**src/rtl/tse_pkg.sv**
```systemverilog
// ----------------------------------------------------------------------------
// tse_pkg: shared types and constants of the TLS SNI extractor
// Parse phases, result record and protocol constants of the ClientHello walk.
// ----------------------------------------------------------------------------
package tse_pkg;

    localparam int LENGTH_BITS_DEF = 16;
    localparam int POS_W           = 17;
    localparam int CMP_W           = 18;
    localparam int IN_DATA_W       = 24;
    localparam int OUT_DATA_W      = 32;
    localparam int QUEUE_DEPTH     = 4;

    localparam logic [7:0]  REC_HANDSHAKE   = 8'h16;
    localparam logic [7:0]  HS_CLIENT_HELLO = 8'h01;
    localparam logic [16:0] SID_OFFSET      = 17'd43;
    localparam logic [16:0] HELLO_TYPE_POS  = 17'd5;
    localparam int          MIN_HELLO_LEN   = 40;
    localparam int          MIN_SID_LEN     = 45;
    localparam logic [15:0] EXT_SERVER_NAME = 16'h0000;
    localparam logic [7:0]  NAME_HOST       = 8'h00;
    localparam logic [16:0] POS_MAX         = 17'h1FFFF;

    localparam logic KIND_NAME    = 1'b0;
    localparam logic KIND_SUMMARY = 1'b1;

    typedef enum logic [3:0] {
        PH_SID,
        PH_CS,
        PH_CM,
        PH_EL,
        PH_EXH,
        PH_LIST,
        PH_NTYPE,
        PH_NLEN,
        PH_NAME,
        PH_DONE
    } t_phase;

    typedef struct packed {
        logic        kind;
        logic [7:0]  name_byte;
        logic        client_hello;
        logic        sni_found;
        logic [15:0] host_len;
        logic        last;
    } t_result;

endpackage

```
**src/rtl/tls_sni_extractor.sv**
```systemverilog
// ----------------------------------------------------------------------------
// tls_sni_extractor: server name extraction from a TLS ClientHello
// Walks a TCP payload byte by byte and streams out the SNI host name.
// ----------------------------------------------------------------------------
// Usage:
//   Slave channel takes one payload byte per request: tdata holds the byte
//   and the payload length, tlast marks the last byte of the packet.
//   Master channel returns host name bytes (tuser = 0) as they pass, and one
//   summary (tuser = 1, tlast = 1) per packet carrying the ClientHello flag,
//   the found flag and the host name length.
//   A result is registered into the result queue as its byte is accepted.
//   Throughput: one byte per cycle while tready is high; one pass of parse
//   logic per byte updates the parser state. Results go through a 4-entry
//   result queue, so the input keeps flowing while the receiver holds a result;
//   tready drops only while more than two results are pending. The last name byte landing
//   on the packet's final byte yields two results in one cycle; the queue
//   absorbs them without stalling the input while the receiver keeps up.
//   When the receiver stalls, the queue fills and input tready falls; no
//   result is dropped.
//   Reset clears the parser state and the queue; both channels are idle
//   while reset is held.
// ----------------------------------------------------------------------------
module tls_sni_extractor
    import tse_pkg::*;
#(
    parameter int LENGTH_BITS = LENGTH_BITS_DEF
) (
    input  logic                  i_clk,
    input  logic                  i_rst_n,
    input  logic                  i_s_tvalid,
    output logic                  o_s_tready,
    // [7:0] payload_byte, [23:8] payload_length
    input  logic [IN_DATA_W-1:0]  i_s_tdata,
    input  logic                  i_s_tlast,
    output logic                  o_m_tvalid,
    input  logic                  i_m_tready,
    // [7:0] name_byte, [8] client_hello, [9] sni_found,
    // [25:10] host_name_length, [31:26] zero
    output logic [OUT_DATA_W-1:0] o_m_tdata,
    // [0] result_kind
    output logic                  o_m_tuser,
    output logic                  o_m_tlast
);

    localparam int QW = $clog2(QUEUE_DEPTH);

    // parser state
    logic [POS_W-1:0]       r_pos, n_pos;
    t_phase                 r_phase, n_phase;
    logic [15:0]            r_acc, n_acc;
    logic [POS_W-1:0]       r_skip, n_skip;
    logic [POS_W-1:0]       r_limit, n_limit;
    logic [15:0]            r_left, n_left;
    logic [1:0]             r_marks, n_marks;
    logic [POS_W-1:0]       r_found, n_found;
    logic [LENGTH_BITS-1:0] r_pkt_len, n_pkt_len;
    logic [31:0]            r_hdr, n_hdr;
    logic [2:0]             r_cnt, n_cnt;
    logic [POS_W-1:0]       r_ext_next, n_ext_next;

    // result queue
    t_result                r_q [QUEUE_DEPTH];
    logic [QW-1:0]          r_wptr, r_rptr;
    logic [QW:0]            r_count;

    logic                   accept, pop;
    logic [7:0]             b;
    logic [POS_W-1:0]       p;
    logic [CMP_W-1:0]       p_len_x, lim_x;
    logic                   col_hit, col_done;
    logic [15:0]            col_acc;
    logic                   sh_go;
    logic [POS_W-1:0]       sh_start;
    logic [POS_W-1:0]       skip_inc, ext_sum;
    logic [31:0]            hdr_new;
    logic [1:0]             replay_d;
    logic                   name_v, sum_v;
    t_result                name_r, sum_r;

    assign accept = i_s_tvalid && o_s_tready;
    assign pop    = o_m_tvalid && i_m_tready;
    assign b      = i_s_tdata[7:0];
    assign p      = r_pos;

    assign o_s_tready = i_rst_n && (r_count <= (QW+1)'(QUEUE_DEPTH - 2));
    assign o_m_tvalid = i_rst_n && (r_count != '0);
    assign o_m_tdata  = {6'b0, r_q[r_rptr].host_len, r_q[r_rptr].sni_found,
                         r_q[r_rptr].client_hello, r_q[r_rptr].name_byte};
    assign o_m_tuser  = r_q[r_rptr].kind;
    assign o_m_tlast  = r_q[r_rptr].last;

    assign col_hit  = (p == r_skip);
    assign col_done = (r_cnt != 3'd0);
    assign col_acc  = {r_acc[7:0], b};
    assign skip_inc = r_skip + POS_W'(1);
    assign hdr_new  = {r_hdr[23:0], b};
    assign ext_sum  = skip_inc + POS_W'(hdr_new[15:0]);
    assign replay_d = 2'(p - r_ext_next);

    always_comb begin
        n_pos      = r_pos;
        n_phase    = r_phase;
        n_acc      = r_acc;
        n_skip     = r_skip;
        n_limit    = r_limit;
        n_left     = r_left;
        n_marks    = r_marks;
        n_found    = r_found;
        n_pkt_len  = r_pkt_len;
        n_hdr      = r_hdr;
        n_cnt      = r_cnt;
        n_ext_next = r_ext_next;
        sh_go      = 1'b0;
        sh_start   = '0;
        name_v     = 1'b0;
        sum_v      = 1'b0;
        name_r     = '0;
        sum_r      = '0;
        p_len_x    = '0;
        lim_x      = '0;

        if (accept) begin
            if (p == '0) begin
                n_pkt_len = i_s_tdata[8 +: LENGTH_BITS];
                if (b == REC_HANDSHAKE) n_marks[0] = 1'b1;
            end
            if (p == HELLO_TYPE_POS && b == HS_CLIENT_HELLO) n_marks[1] = 1'b1;
            p_len_x = CMP_W'(n_pkt_len);

            case (r_phase)
                PH_SID: begin
                    if (p == SID_OFFSET) begin
                        if (p_len_x < CMP_W'(MIN_SID_LEN)) begin
                            n_phase = PH_DONE;
                        end else begin
                            n_skip  = POS_W'(44) + POS_W'(b);
                            n_cnt   = '0;
                            n_acc   = '0;
                            n_phase = (CMP_W'(n_skip) + CMP_W'(2) <= p_len_x) ? PH_CS
                                                                               : PH_DONE;
                        end
                    end
                end
                PH_CS: begin
                    if (col_hit) begin
                        n_acc  = col_acc;
                        n_skip = skip_inc;
                        n_cnt  = col_done ? 3'd0 : r_cnt + 3'd1;
                        if (col_done) begin
                            n_skip  = skip_inc + POS_W'(col_acc);
                            n_phase = (CMP_W'(n_skip) + CMP_W'(1) <= p_len_x) ? PH_CM
                                                                               : PH_DONE;
                        end
                    end
                end
                PH_CM: begin
                    if (col_hit) begin
                        n_skip  = skip_inc + POS_W'(b);
                        n_cnt   = '0;
                        n_acc   = '0;
                        n_phase = (CMP_W'(n_skip) + CMP_W'(2) <= p_len_x) ? PH_EL : PH_DONE;
                    end
                end
                PH_EL: begin
                    if (col_hit) begin
                        n_acc  = col_acc;
                        n_skip = skip_inc;
                        n_cnt  = col_done ? 3'd0 : r_cnt + 3'd1;
                        if (col_done) begin
                            lim_x    = CMP_W'(skip_inc) + CMP_W'(col_acc);
                            n_limit  = (lim_x > p_len_x) ? POS_W'(n_pkt_len) : POS_W'(lim_x);
                            sh_go    = 1'b1;
                            sh_start = skip_inc;
                        end
                    end
                end
                PH_EXH: begin
                    if (col_hit) begin
                        n_hdr  = hdr_new;
                        n_skip = skip_inc;
                        n_cnt  = r_cnt + 3'd1;
                        if (r_cnt == 3'd3) begin
                            n_ext_next = ext_sum;
                            n_cnt      = '0;
                            n_acc      = '0;
                            if (hdr_new[31:16] != EXT_SERVER_NAME) begin
                                sh_go    = 1'b1;
                                sh_start = ext_sum;
                            end else if (CMP_W'(skip_inc) + CMP_W'(5) > CMP_W'(r_limit)) begin
                                n_phase = PH_DONE;
                            end else begin
                                n_phase = PH_LIST;
                            end
                        end
                    end
                end
                PH_LIST: begin
                    if (col_hit) begin
                        n_acc  = col_acc;
                        n_skip = skip_inc;
                        n_cnt  = col_done ? 3'd0 : r_cnt + 3'd1;
                        if (col_done) begin
                            n_phase = (CMP_W'(skip_inc) + CMP_W'(col_acc) > CMP_W'(r_limit))
                                      ? PH_DONE : PH_NTYPE;
                        end
                    end
                end
                PH_NTYPE: begin
                    if (col_hit) begin
                        n_skip = skip_inc;
                        if (b == NAME_HOST) begin
                            n_cnt   = '0;
                            n_acc   = '0;
                            n_phase = PH_NLEN;
                        end else if (r_ext_next > p) begin
                            sh_go    = 1'b1;
                            sh_start = r_ext_next;
                        end else if (CMP_W'(r_ext_next) + CMP_W'(4) > CMP_W'(r_limit)) begin
                            n_phase = PH_DONE;
                        end else begin
                            // next header overlaps the list length: rebuild it
                            case (replay_d)
                                2'd0:    n_hdr = {24'b0, b};
                                2'd1:    n_hdr = {16'b0, r_acc[7:0], b};
                                default: n_hdr = {8'b0, r_acc, b};
                            endcase
                            n_cnt   = 3'(replay_d) + 3'd1;
                            n_phase = PH_EXH;
                        end
                    end
                end
                PH_NLEN: begin
                    if (col_hit) begin
                        n_acc  = col_acc;
                        n_skip = skip_inc;
                        n_cnt  = col_done ? 3'd0 : r_cnt + 3'd1;
                        if (col_done) begin
                            if (CMP_W'(skip_inc) + CMP_W'(col_acc) > CMP_W'(r_limit)
                                || col_acc == 16'd0) begin
                                n_phase = PH_DONE;
                            end else begin
                                n_left  = col_acc;
                                n_phase = PH_NAME;
                            end
                        end
                    end
                end
                PH_NAME: begin
                    if (col_hit) begin
                        name_v           = 1'b1;
                        name_r.kind      = KIND_NAME;
                        name_r.name_byte = b;
                        n_skip           = skip_inc;
                        n_left           = r_left - 16'd1;
                        if (r_left == 16'd1) begin
                            n_found = {1'b1, r_acc};
                            n_phase = PH_DONE;
                        end
                    end
                end
                default: ;
            endcase

            if (sh_go) begin
                if (CMP_W'(sh_start) + CMP_W'(4) > CMP_W'(n_limit)) begin
                    n_phase = PH_DONE;
                end else begin
                    n_skip  = sh_start;
                    n_cnt   = '0;
                    n_hdr   = '0;
                    n_phase = PH_EXH;
                end
            end

            if (r_pos != POS_MAX) n_pos = r_pos + POS_W'(1);

            if (i_s_tlast) begin
                sum_v              = 1'b1;
                sum_r.kind         = KIND_SUMMARY;
                sum_r.client_hello = (p_len_x >= CMP_W'(MIN_HELLO_LEN)) && (n_marks == 2'b11);
                sum_r.sni_found    = n_found[16];
                sum_r.host_len     = n_found[15:0];
                sum_r.last         = 1'b1;
                // packet done: return to the idle parser state
                n_pos      = '0;
                n_phase    = PH_SID;
                n_acc      = '0;
                n_skip     = '0;
                n_limit    = '0;
                n_left     = '0;
                n_marks    = '0;
                n_found    = '0;
                n_pkt_len  = '0;
                n_hdr      = '0;
                n_cnt      = '0;
                n_ext_next = '0;
            end
        end
    end

    always_ff @(posedge i_clk) begin
        if (!i_rst_n) begin
            r_pos      <= '0;
            r_phase    <= PH_SID;
            r_acc      <= '0;
            r_skip     <= '0;
            r_limit    <= '0;
            r_left     <= '0;
            r_marks    <= '0;
            r_found    <= '0;
            r_pkt_len  <= '0;
            r_hdr      <= '0;
            r_cnt      <= '0;
            r_ext_next <= '0;
        end else begin
            r_pos      <= n_pos;
            r_phase    <= n_phase;
            r_acc      <= n_acc;
            r_skip     <= n_skip;
            r_limit    <= n_limit;
            r_left     <= n_left;
            r_marks    <= n_marks;
            r_found    <= n_found;
            r_pkt_len  <= n_pkt_len;
            r_hdr      <= n_hdr;
            r_cnt      <= n_cnt;
            r_ext_next <= n_ext_next;
        end
    end

    // result queue: name byte first, then summary
    always_ff @(posedge i_clk) begin
        if (name_v) begin
            r_q[r_wptr] <= name_r;
        end
        if (sum_v) begin
            r_q[name_v ? r_wptr + QW'(1) : r_wptr] <= sum_r;
        end
    end

    always_ff @(posedge i_clk) begin
        if (!i_rst_n) begin
            r_wptr  <= '0;
            r_rptr  <= '0;
            r_count <= '0;
        end else begin
            r_wptr  <= r_wptr + QW'(name_v) + QW'(sum_v);
            r_rptr  <= r_rptr + QW'(pop);
            r_count <= r_count + (QW+1)'(name_v) + (QW+1)'(sum_v) - (QW+1)'(pop);
        end
    end

endmodule

```
**config.mk**
```make
export PLATFORM = sky130hd
export DESIGN_NAME = tls_sni_extractor
export DESIGN_NICKNAME = d
export VERILOG_FILES = /design/src/rtl/tse_pkg.sv /design/src/rtl/tls_sni_extractor.sv
export SDC_FILE = /design/constraint.sdc
export NUM_CORES = 1
export LEC_CHECK = 0
export BUFFER_PORTS_ARGS = -buffer_cell sky130_fd_sc_hd__buf_2
export CELL_PAD_IN_SITES_DETAIL_PLACEMENT = 0
export CELL_PAD_IN_SITES_GLOBAL_PLACEMENT = 1
export CORE_ASPECT_RATIO = 0.5
export CORE_UTILIZATION = 35
export DETAILED_ROUTE_END_ITERATION = 8
export GPL_ROUTABILITY_DRIVEN = 0
export PLACE_DENSITY_LB_ADDON = 0.3
export SLEW_MARGIN = 20
export SYNTH_ARGS = -nofsm -noshare
export SYNTH_HDL_FRONTEND = slang
export SYNTH_SLANG_ARGS = --single-unit
```
**constraint.sdc**
```tcl
create_clock -name i_clk -period 19.1 [get_ports i_clk]
set_clock_uncertainty 0.15 [all_clocks]
set_input_delay 0.955 -clock i_clk [delete_from_list [all_inputs] [get_ports i_clk]]
set_output_delay 0.955 -clock i_clk [all_outputs]
set_load 0.02 [all_outputs]
```
==> flow_summary.toml <==
[outcome]
status = "finished, final reports clean"

[synthesis]
ys.flop_type = "dfxtp_1"
async_reset_ff_frac = 0
ys_top_cells_by_area = "dfxtp_1 19%, ha_1 11%, edfxtp_1 10%"
syn_area_um2 = 22160
synth-seq-cells = 281
synth_warnings = 0
synth_cell_types = 88
yosysSeqAreaShare = 0.2882
synthCells = 2714
synth_edf_count = 76
netlist.area_leader.share = 0.1852
syn_avg_cell_area_um2 = 8.165
synth_top_area_cell = "dfxtp_1"

[sta]
period_share = 0.4955
hold_viol = 0
slew_violations = 0
worst_slack_ns = 9.636
period_minus_slack_ns = 9.464
hold_ws_ns = 0.3047
setup_viol = 0
rsz0062_at_grt = "false"
worstMarginPinSlew_ns = 1.183
tns_ns = 0
slew_headroom = 0.2087
fmax_ghz = 0.1057

[cells_and_area]
fin_nets = 2939
drive_above_1_share = 0.08648
fin_util = 0.3950
fillers = 6345
area_growth_syn_to_layout_pct = 10.20
stdcell_count = 3556
final_cell_area_um2 = 24420

[worst_setup_path]
r2r_cells = 32
r2r-start = "r_skip[0]"
max_stage_delay_ns = 0.79
critPathCapture = "r_hdr[2]"
r2r-end = "r_hdr[2]"
arrival_ns = 9.79
crit_path_frequent_cell = "a21oi_1"
start_kind = "flop"
rrSetupSlack_ns = 9.64
criticalPathCategory = "flop to flop"
startpoint = "r_skip[0]"
worstPathMaxFanout = 23
end_kind = "flop"
cp.required_ns = 19.42
slowest_stage = "a21oi_1"

[power]
ir_drop_mv = 0.09673
p_total_mw = 1.716
p_per_area_nw_per_um2 = 70.27
leakage_nw = 9.085

[global_route]
grt_pass1_vias = 20001
grt_max_degree = 67
grt_pass1_wl_mm = 130.9
grt_use_total = 0.2660
antenna_found_initial = 3
overflow = 0

[clock_tree]
clk_pin_slew_ns = 0.07
cts_hold_buf = 0
cts_tree = "done"
clockBufferDepth = 3
cts.sinks = 281
clk_latency_ns = 0.63
cts_buffers = 30
postCtsSetupRepairBufs = 0
h-tree-depth = 1
cts-root-buf = "clkbuf_16"
cts_resized = 0

[place]
io_buffers = 58
detailed_place_hpwl_mm = 65.02
placed_cell_area_um2 = 23310
placed_cells = 3498
place_ws_ns = 9.986

[floorplan]
coreArea_um2 = 61820
dieArea_um2 = 64380
die_w_um = 357.8
pin_count = 65
std_cell_rows = 64
initial_core_util = 0.3584
die_h_um = 179.9

[routing]
routed_wl_mm = 87.76
detail_route.wl_per_cell_um = 24.68
drt-pass1-iter-count = 7
via_per_inst = 6.050
via_count = 21515
drt_iter0_drc = 2259
ant_nets = 0
drc = 0

[job]
cap_violations = 0

[hold_path]
hp-class = "flop to flop"
-- state kept, by name (all words and copies together) (netlist names), 3 cells and up --
signal,cells
r_q,108
r_hdr,24
p,17
r_ext_next,17
r_found,17
r_limit,17
r_skip,17
r_acc,16
r_left,16
r_pkt_len,16
r_phase,4
r_cnt,3
r_count,3
-- where the power goes --
group,total [mW],internal (mW),leakage [nW],switching [mW]
logic,0.400,0.127,6.34,0.273
clock network,0.673,0.393,0.523,0.280
registers,0.643,0.622,2.23,0.0205
total,1.72,1.14,9.09,0.574
-- final cells by class --
cell class	count	area, µm²	area share
multi-input cells	2138	14650	0.6001
diodes	2	5.005	0.0002050
clock inverters	16	282.8	0.01158
flip-flops and latches	281	6391	0.2617
repair buffers	116	725.7	0.02972
well taps	825	1032	0.04227
inverters	138	519.2	0.02126
clock buffers	40	808.3	0.03310
-- cells by family after synthesis --
logic type / share of synthesized area
other: 0.0001692
adder cells (fa/ha/maj): 0.1171
multiplexers: 0.06556
AO/OA/AOI/OAI: 0.2124
buffers and inverters: 0.05409
flip-flops: 0.2882
AND/OR/NAND/NOR: 0.1997
XOR/XNOR: 0.06279
-- routing by layer --
metal,global-route usage,part of all wire,vias up
li1,-,-,9951
met1,0.3740,0.46,10439
met2,0.4039,0.42,940
met3,0.06102,0.091,183
met4,0.07387,0.031,2
met5,0,0.00015,-
-- cell usage in the layout, fill, tap and decap left out, types with 9 or more instances in the layout --
cell type and instances:
o22ai_1 23, a22oi_1 40, o31ai_1 25, a31oi_1 28
buf_2 58, and4_1 12, a21o_1 39, nor2b_1 17
inv_1 130, nor2_1 286, nand2_1 221, buf_4 58
dfxtp_1 203, ha_1 201, o21ai_0 146, o221ai_1 21
o21a_1 15, nor3_1 49, and2_1 15, edfxtp_1 76
xor2_1 40, nand4_1 58, a22o_1 30, or3_1 21
mux4_2 27, nor4_1 35, nand2b_1 15, o211ai_1 30
a21oi_1 204, and3_1 22, a211o_1 9, xnor2_1 116
nand3_1 134, mux2i_1 81, a211oi_1 21, clkbuf_16 30
-- critical path, delay by kind of cell (launching register included) --
family	cells	cell delay [ns]
buffers and inverters	4	0.86
AND/OR/NAND/NOR	6	1.62
flip-flops	1	0.51
AO/OA/AOI/OAI	14	3.73
adder cells (fa/ha/maj)	4	1.30
multiplexers	2	0.31
XOR/XNOR	2	0.76
-- Yosys cell counts, drive strengths merged (23+ instances only) --
cell,number
a22oi,40
clkbuf,121
a21oi,207
nand2,223
o22ai,23
dfxtp,205
mux4,27
mux2i,81
a22o,30
o211ai,30
nor4,37
nor2,292
xor2,41
buf,42
nor3,51
a31oi,29
edfxtp,76
o21ai,152
nand4,59
o31ai,25
nand3,134
xnor2,117
a21o,39
inv,132
ha,201
-- worst min path at each step --
stage / depth (start not counted) / endpoint / startpoint / slack, ns
2_1_floorplan: 2 / r_q[2][19] / r_q[2][19] / 0.28
3_3_place_gp: 2 / r_q[3][26] / r_q[3][26] / 0.29
3_5_place_dp: 2 / r_q[3][20] / r_q[3][20] / 0.30
4_1_cts: 2 / r_q[3][20] / r_q[3][20] / 0.31
5_1_grt: 2 / r_q[0][23] / r_q[0][23] / 0.32
6_report: 2 / r_q[0][23] / r_q[0][23] / 0.30
(Power assumes the default switching activity.)
